**config.mk**
```make
export PLATFORM = sky130hd
export DESIGN_NAME = cdt_ctrl
export DESIGN_NICKNAME = d
export VERILOG_FILES = /design/src/hw/rtl/cdt_pkg.sv /design/src/hw/rtl/cdt_ctrl.sv
export SDC_FILE = /design/constraint.sdc
export NUM_CORES = 1
export LEC_CHECK = 0
export BUFFER_PORTS_ARGS = -buffer_cell sky130_fd_sc_hd__buf_2
export CORE_AREA = 2 2 39 41
export CTS_CLUSTER_DIAMETER = 200
export DETAILED_ROUTE_END_ITERATION = 8
export DIE_AREA = 0 0 41 43
export PLACE_DENSITY = 0.64
export SKIP_CTS_REPAIR_TIMING = 1
export SLEW_MARGIN = 20
export SYNTH_ARGS = -nofsm -noshare
export SYNTH_HDL_FRONTEND = slang
export SYNTH_SLANG_ARGS = --single-unit
```
**constraint.sdc**
```tcl
create_clock -name clk -period 2.3 [get_ports clk]
set_input_delay 0 -clock clk [delete_from_list [all_inputs] [get_ports clk]]
set_output_delay 0 -clock clk [all_outputs]
set_load 0.005 [all_outputs]
```
**src/hw/rtl/cdt_pkg.sv**
```systemverilog
// Shared types, constants and helper functions for the class distribution table.
// Used by the controller, the datapath, the top level and the port checker.
// No dependencies.
`timescale 1ns / 1ps
`default_nettype none

package cdt_pkg;

	// Table geometry and accumulator width
	localparam int NUM_BAGS    = 16;
	localparam int NUM_CLASSES = 8;
	localparam int ACC_WIDTH   = 40;

	localparam int BAG_W  = (NUM_BAGS > 1) ? $clog2(NUM_BAGS) : 1;
	localparam int CLS_W  = $clog2(NUM_CLASSES);
	localparam int CELLS  = NUM_BAGS * NUM_CLASSES;
	localparam int CELL_W = BAG_W + CLS_W;

	// One counter walks the classes (plus one read-latency slot), then the bags
	localparam int SCAN_MAX = (NUM_BAGS - 1 > NUM_CLASSES) ? NUM_BAGS - 1 : NUM_CLASSES;
	localparam int CNT_W    = $clog2(SCAN_MAX + 1);

	// Fixed field widths of the stream items
	localparam int BAG_IDX_W = 4;
	localparam int CLS_IDX_W = 3;
	localparam int ROWS_W    = 20;
	localparam int WEIGHT_W  = 16;
	localparam int MINOBJ_W  = 40;
	localparam int FIELD_W   = 40;
	localparam int PROD_W    = ROWS_W + WEIGHT_W;

	localparam int IN_DATA_W  = 32;
	localparam int OUT_BITS   = 3 + FIELD_W + FIELD_W + 3 + FIELD_W + FIELD_W + 4 + 1 + 1;
	localparam int OUT_DATA_W = ((OUT_BITS + 7) / 8) * 8;
	localparam int OUT_PAD_W  = OUT_DATA_W - OUT_BITS;

	// Configuration port
	localparam int CFG_ADDR_W = 1;
	localparam int CFG_DATA_W = 40;
	localparam logic [CFG_ADDR_W-1:0] REG_ROW_WEIGHT  = 1'd0;
	localparam logic [CFG_ADDR_W-1:0] REG_MIN_OBJECTS = 1'd1;
	localparam logic [WEIGHT_W-1:0]   ROW_WEIGHT_RST  = 16'd256;
	localparam logic [MINOBJ_W-1:0]   MIN_OBJECTS_RST = 40'd512;

	// Item operation codes (carried in tuser)
	localparam logic FUNC_ADD   = 1'b0;
	localparam logic FUNC_CLEAR = 1'b1;

	typedef logic [ACC_WIDTH-1:0] acc_t;
	localparam acc_t ACC_MAX = '1;

	typedef struct packed {
		logic ovf;
		acc_t val;
	} sat_t;

	// Controller to datapath commands
	typedef struct packed {
		logic accept;
		logic mult;
		logic update;
		logic scan_a;
		logic scan_b;
		logic result;
	} cmd_t;

	// Datapath to controller status
	typedef struct packed {
		logic a_last;
		logic b_last;
	} sts_t;

	// Saturating accumulate of a product into an accumulator
	function automatic sat_t sat_add(acc_t acc, logic [PROD_W-1:0] inc);
		logic [64:0] sum;
		sat_t        r;
		sum = 65'(acc) + 65'(inc);
		if (sum > 65'(ACC_MAX)) begin
			r.ovf = 1'b1;
			r.val = ACC_MAX;
		end else begin
			r.ovf = 1'b0;
			r.val = sum[ACC_WIDTH-1:0];
		end
		return r;
	endfunction

	// Difference clamped at zero
	function automatic acc_t sub_clamp(acc_t a, acc_t b);
		return (a >= b) ? acc_t'(a - b) : '0;
	endfunction

	// Fit an accumulator into a result field
	function automatic logic [FIELD_W-1:0] to_field(acc_t v);
		logic [63:0] w;
		w = 64'(v);
		return w[FIELD_W-1:0];
	endfunction

endpackage

`default_nettype wire

```
**src/hw/rtl/cdt_ctrl.sv**
```systemverilog
// Sequencing state machine of the class distribution table.
// Issues commands to cdt_dpath and owns the handshake state; uses cdt_pkg.
`timescale 1ns / 1ps
`default_nettype none

module cdt_ctrl (
	input  wire           clk,
	input  wire           arst_n,
	input  wire           s_tvalid,
	output logic          s_tready,
	output logic          m_tvalid,
	input  wire           m_tready,
	input  cdt_pkg::sts_t sts,
	output cdt_pkg::cmd_t cmd
);
	import cdt_pkg::*;

	typedef enum logic [5:0] {
		S_IDLE  = 6'b000001,
		S_MUL   = 6'b000010,
		S_UPD   = 6'b000100,
		S_SCANA = 6'b001000,
		S_SCANB = 6'b010000,
		S_DONE  = 6'b100000
	} state_t;

	state_t state_q, state_d;
	logic   out_valid_q;

	assign s_tready = (state_q == S_IDLE);
	assign m_tvalid = out_valid_q;

	// Next state and commands
	always_comb begin
		state_d = state_q;
		cmd     = '0;
		case (state_q)
			S_IDLE: begin
				if (s_tvalid) begin
					cmd.accept = 1'b1;
					state_d    = S_MUL;
				end
			end
			S_MUL: begin
				cmd.mult = 1'b1;
				state_d  = S_UPD;
			end
			S_UPD: begin
				cmd.update = 1'b1;
				state_d    = S_SCANA;
			end
			S_SCANA: begin
				cmd.scan_a = 1'b1;
				if (sts.a_last) state_d = S_SCANB;
			end
			S_SCANB: begin
				cmd.scan_b = 1'b1;
				if (sts.b_last) state_d = S_DONE;
			end
			S_DONE: begin
				if (!out_valid_q || m_tready) begin
					cmd.result = 1'b1;
					state_d    = S_IDLE;
				end
			end
			default: state_d = S_IDLE;
		endcase
	end

	// State and output-valid registers
	always_ff @(posedge clk or negedge arst_n) begin
		if (!arst_n) begin
			state_q     <= S_IDLE;
			out_valid_q <= 1'b0;
		end else begin
			state_q <= state_d;
			if (cmd.result) out_valid_q <= 1'b1;
			else if (m_tready) out_valid_q <= 1'b0;
		end
	end

endmodule

`default_nettype wire

```
Word level (Yosys, flattened, before mapping)
Index checks and enable logic that the tools add are counted.

word-level totals
  bits in registers = 7
  latch bits = 0
  RAM bits = 0
  ROM bits = 0
  input bits = 6
  output and inout bits = 8
  logic and storage cells = 31
  memories = 0

cells by class
  add/sub/neg operators = 0
  multipliers = 0
  div/mod/pow operators = 0
  magnitude comparators = 0
  eq/ne operators = 10
  shift-type cells = 0
  mux-type cells = 15
  bitwise operators = 0
  reductions and logical operators = 4

operators by type and width
  operator                                             count
  one-hot mux 6 bit (6 select lines)                   1
  2-to-1 mux 6 bit                                     4
  2-to-1 mux 1 bit                                     10
  inequality test 2 bit, second input constant         4
  equality test 6 x 1 -> 1 bit, second input constant  1
  equality test 6 x 2 -> 1 bit, second input constant  1
  equality test 6 x 3 -> 1 bit, second input constant  1
  equality test 6 x 4 -> 1 bit, second input constant  1
  equality test 6 x 5 -> 1 bit, second input constant  1
  equality test 6 bit, second input constant           1
  AND reduction 4 bit                                  1
  nonzero test 2 bit                                   1
  zero test 1 bit                                      1
  logical OR 1 bit                                     1

Depth between registers and ports, before layout
  depth after elaboration = 5
  mapped depth = 5
  depth with buffers taken out = 4

Worst setup path before layout
OpenSTA, ideal clock, no wires.

  kind = register to register
  from = register state_q[2]
  to = register state_q[0]
  setup time = 0.074 ns
  arrival time = 1.325 ns
  data required time = 2.226 ns
  slack = 0.901 ns
  stages on the path, launching flop included = 6
  buffers on the path = 1
  clock period less this slack = 1.399 ns
  cells stage by stage = dfrtp_1 > buf_6 > or3_4 > nor4b_4 > inv_2 > o22ai_2

on the way
  longest elaborated chain between the ends = 3
  elaborated cells on any way between the ends = 12
  those cells by class = eq/ne (10); mux (1); reduce/logical (1)

ends and longest elaborated chain
  item                              RTL line        source
  start, declared                   cdt_ctrl.sv:27  state_t state_q, state_d;
  start signal, assigned            cdt_ctrl.sv:76  state_q <= state_d;
  equality test 6 x 1 -> 1 bit (*)  --
  net s_tready                      cdt_ctrl.sv:10  output logic s_tready,
  inequality test 2 bit (no line)   --
  AND reduction 4 bit (no line)     --

Mark *: on every way through the listed nets, which the timed path passes. The rest lies on a longest branch.
A chain may end at the register's enable or synchronous reset.

==> impl_metrics.ini <==
[sta]
fin_crit_sh_pct = 74.02
finClkSkew_ps = 10.14
hold_viol = 0
drv_slew = 0
fin_crit_ps = 1702
worst_slew_pin_slew_ps = 369.7
setup_tns_ps = 0
finalSetupViolCount = 0
rsz0062_at_grt = false
fmax_mhz = 587.4
slew_headroom_pct = 75.16

[clock_tree]
cts_tree = done
clockBufferDepth = 2
clockRootBuffer = clkbuf_4
clk_pin_slew_worst_paths_ps = 60
cts_num_sinks = 7
worstSkewPairLatency_ps = 260
htreeDepth = 1
cts_inserted_buffers = 3

[logic_synthesis]
synth_top_area_share_pct = 34.88
yosysWarnings = 0
synth_area_um2 = 430.4
synth_nets = 51
synth_ff_type = dfrtp_1
avgSynthCellArea_um2 = 9.565
synth_async_sr_flop_share_pct = 100.0
ys_seq_area_share_pct = 40.99
muxShareOfSynthArea_pct = 0
yosys.area_share.simple_pct = 39.24
synth.area.top_cells = dfrtp_1, dfstp_2, nor4b_4
ys_types = 24
synth_top_family_by_area = simple AND/OR/NAND/NOR gates
synth_cells = 45
synth_top_area_cell = dfrtp_1
synthAdderAreaFrac_pct = 0
synth-compound-area-share_pct = 11.05
ys_ff_latch = 7
synth-edff-count = 0
synth_xor_area_share_pct = 4.070

[floorplan]
die_y_um = 43
io_pins = 14
rows = 14
coreArea_um2 = 1384
die-area_um2 = 1763
die_w_um = 41
initial_utilization_pct = 31.10

[routing]
dr.pass1.iters = 2
vias = 382
wl_um = 898
drcViolationCount = 0
avgRoutedWirePerCell_um = 11.37
ant_nets = 0
drt_iter0_markers = 6
vias_per_cell = 4.835

[power]
p_total_mw = 0.5645
p_leak_nw = 0.2841
ir_drop_uv = 483.2
p_per_area_nw_per_um2 = 1016

[global_route]
grt_max_degree = 11
grt_usage_pct = 12.65
overflow = 0
antenna_found_initial = 0
grt_pass1_wl_um = 1483
grt_pass1_vias = 349

[setup_path]
crit_type = reg -> out
critPathArrivalTime_ps = 1700
r2r_setup_slack_ps = 870
crit_slowest_cell = dfrtp_1
worst-endpoint-required_ps = 2300
worstPathMaxFanout = 9
cp-endpoint = cmd[5]
startpoint_type = flop
reg2reg_depth = 4
slowest_delay_ps = 470
path_cells = or3_4 -> nor4b_4 -> and2_1 -> buf_2
crit_start = state_q[2]
timing.rr.start = state_q[2]
r2r_end = state_q[0]
cp-end-kind = output pin

[min_path]
hp-class = in -> reg

[finish]
design_area_um2 = 555.5
drive_above_1_share_pct = 33.33
post-route-util_pct = 40.14
final_nets = 70
area_growth_pct = 29.07
n_antenna_cell = 0
stdcell_count = 79
fill_cells = 139

[status]
status = complete, no violations

[placed_design]
post-dp-hpwl_um = 621.1
port_buffers = 13
place_congestion = 0.7007
dpl_cell_area_um2 = 499.2
dp_cells = 72

[job]
cap_violations = 0
layout make-up:
type / instances / area [um^2] / share of cell area (%)
inverter: 1 / 3.754 / 0.6757
sequential: 7 / 176.4 / 31.76
clock buffer: 4 / 26.28 / 4.730
multi-input combinational: 35 / 234.0 / 42.12
timing repair buffer: 16 / 95.09 / 17.12
tap: 16 / 20.02 / 3.604
registers in the layout, indices dropped and copies added (netlist names):
name	cells
state_q	6
m_tvalid	1
worst min path at each step:
stage               startpoint          to  slack, ps  cells after the start
finish                  sts[1]  state_q[3]         10                      3
global route            sts[1]  state_q[3]         30                      3
CTS                     arst_n  state_q[1]       -430                      1
detailed placement      arst_n  state_q[1]       -150                      1
global placement        arst_n  state_q[1]       -150                      1
floorplan               arst_n    m_tvalid       -300                      0
worst max-delay path, delay by kind of cell, from the launching register on:
kind / cells / cell delay [ps]
DFF: 1 / 470
and+or+nand+nor: 3 / 870
buffers and inverters: 1 / 100
power by group:
group          internal, mW  total (mW)  switching [mW]  leakage, nW
clock network        0.0666       0.118          0.0515       0.0150
registers             0.156       0.207          0.0512       0.0930
logic                 0.132       0.239           0.107        0.176
total                 0.354       0.564           0.210        0.284
cell families after synthesis:
| logic type | count (synthesis) |
|---|---|
| flops | 7 |
| buf+inv | 3 |
| compound gates | 7 |
| simple gates | 26 |
| xor+xnor | 2 |
synth_stat cells (2+ instances only):
library cell,instances
nor3b_1,2
xor2_1,2
nand2_1,3
and2_1,2
dfrtp_1,6
nor4b_1,2
nand2b_1,3
nor2_1,6
nor3_1,2
a21oi_1,3
layout by cell type, fill, tap and decap left out:
cell	count
nand3_1	1
o211ai_1	1
xor2_1	2
clkbuf_4	3
and2_1	2
inv_2	1
dlygate4sd3_1	3
a21o_1	1
clkbuf_1	1
nor2b_1	1
or3_4	1
buf_2	13
or3b_1	1
nor4b_4	1
nor4b_1	2
and3_1	1
a21oi_1	3
nor3b_1	2
dfstp_2	1
nor2_1	6
dfrtp_1	6
nand2_1	3
o21ai_0	1
nand2b_1	3
nor3_1	2
o22ai_2	1
stage by stage:
stage	setup slack (ps)	hold slack (ps)
floorplan	900.6	-295.6
global placement	898.7	-155.0
global route	515.1	29.94
CTS	594.7	-428.6
detailed placement	870.9	-154.8
finish	597.6	12.21
layer usage:
layer | up-vias | GRT usage (%) | wire (um) | share of wire (%)
met5 | - | 0 | 0 | 0
met1 | 177 | 16.17 | 402 | 45
met3 | 2 | 4.712 | 39 | 4.3
met4 | 0 | 6.000 | 9 | 1.0
li1 | 195 | - | - | -
met2 | 8 | 18.13 | 447 | 50
No activity file was read; power rests on OpenSTA's default activity.
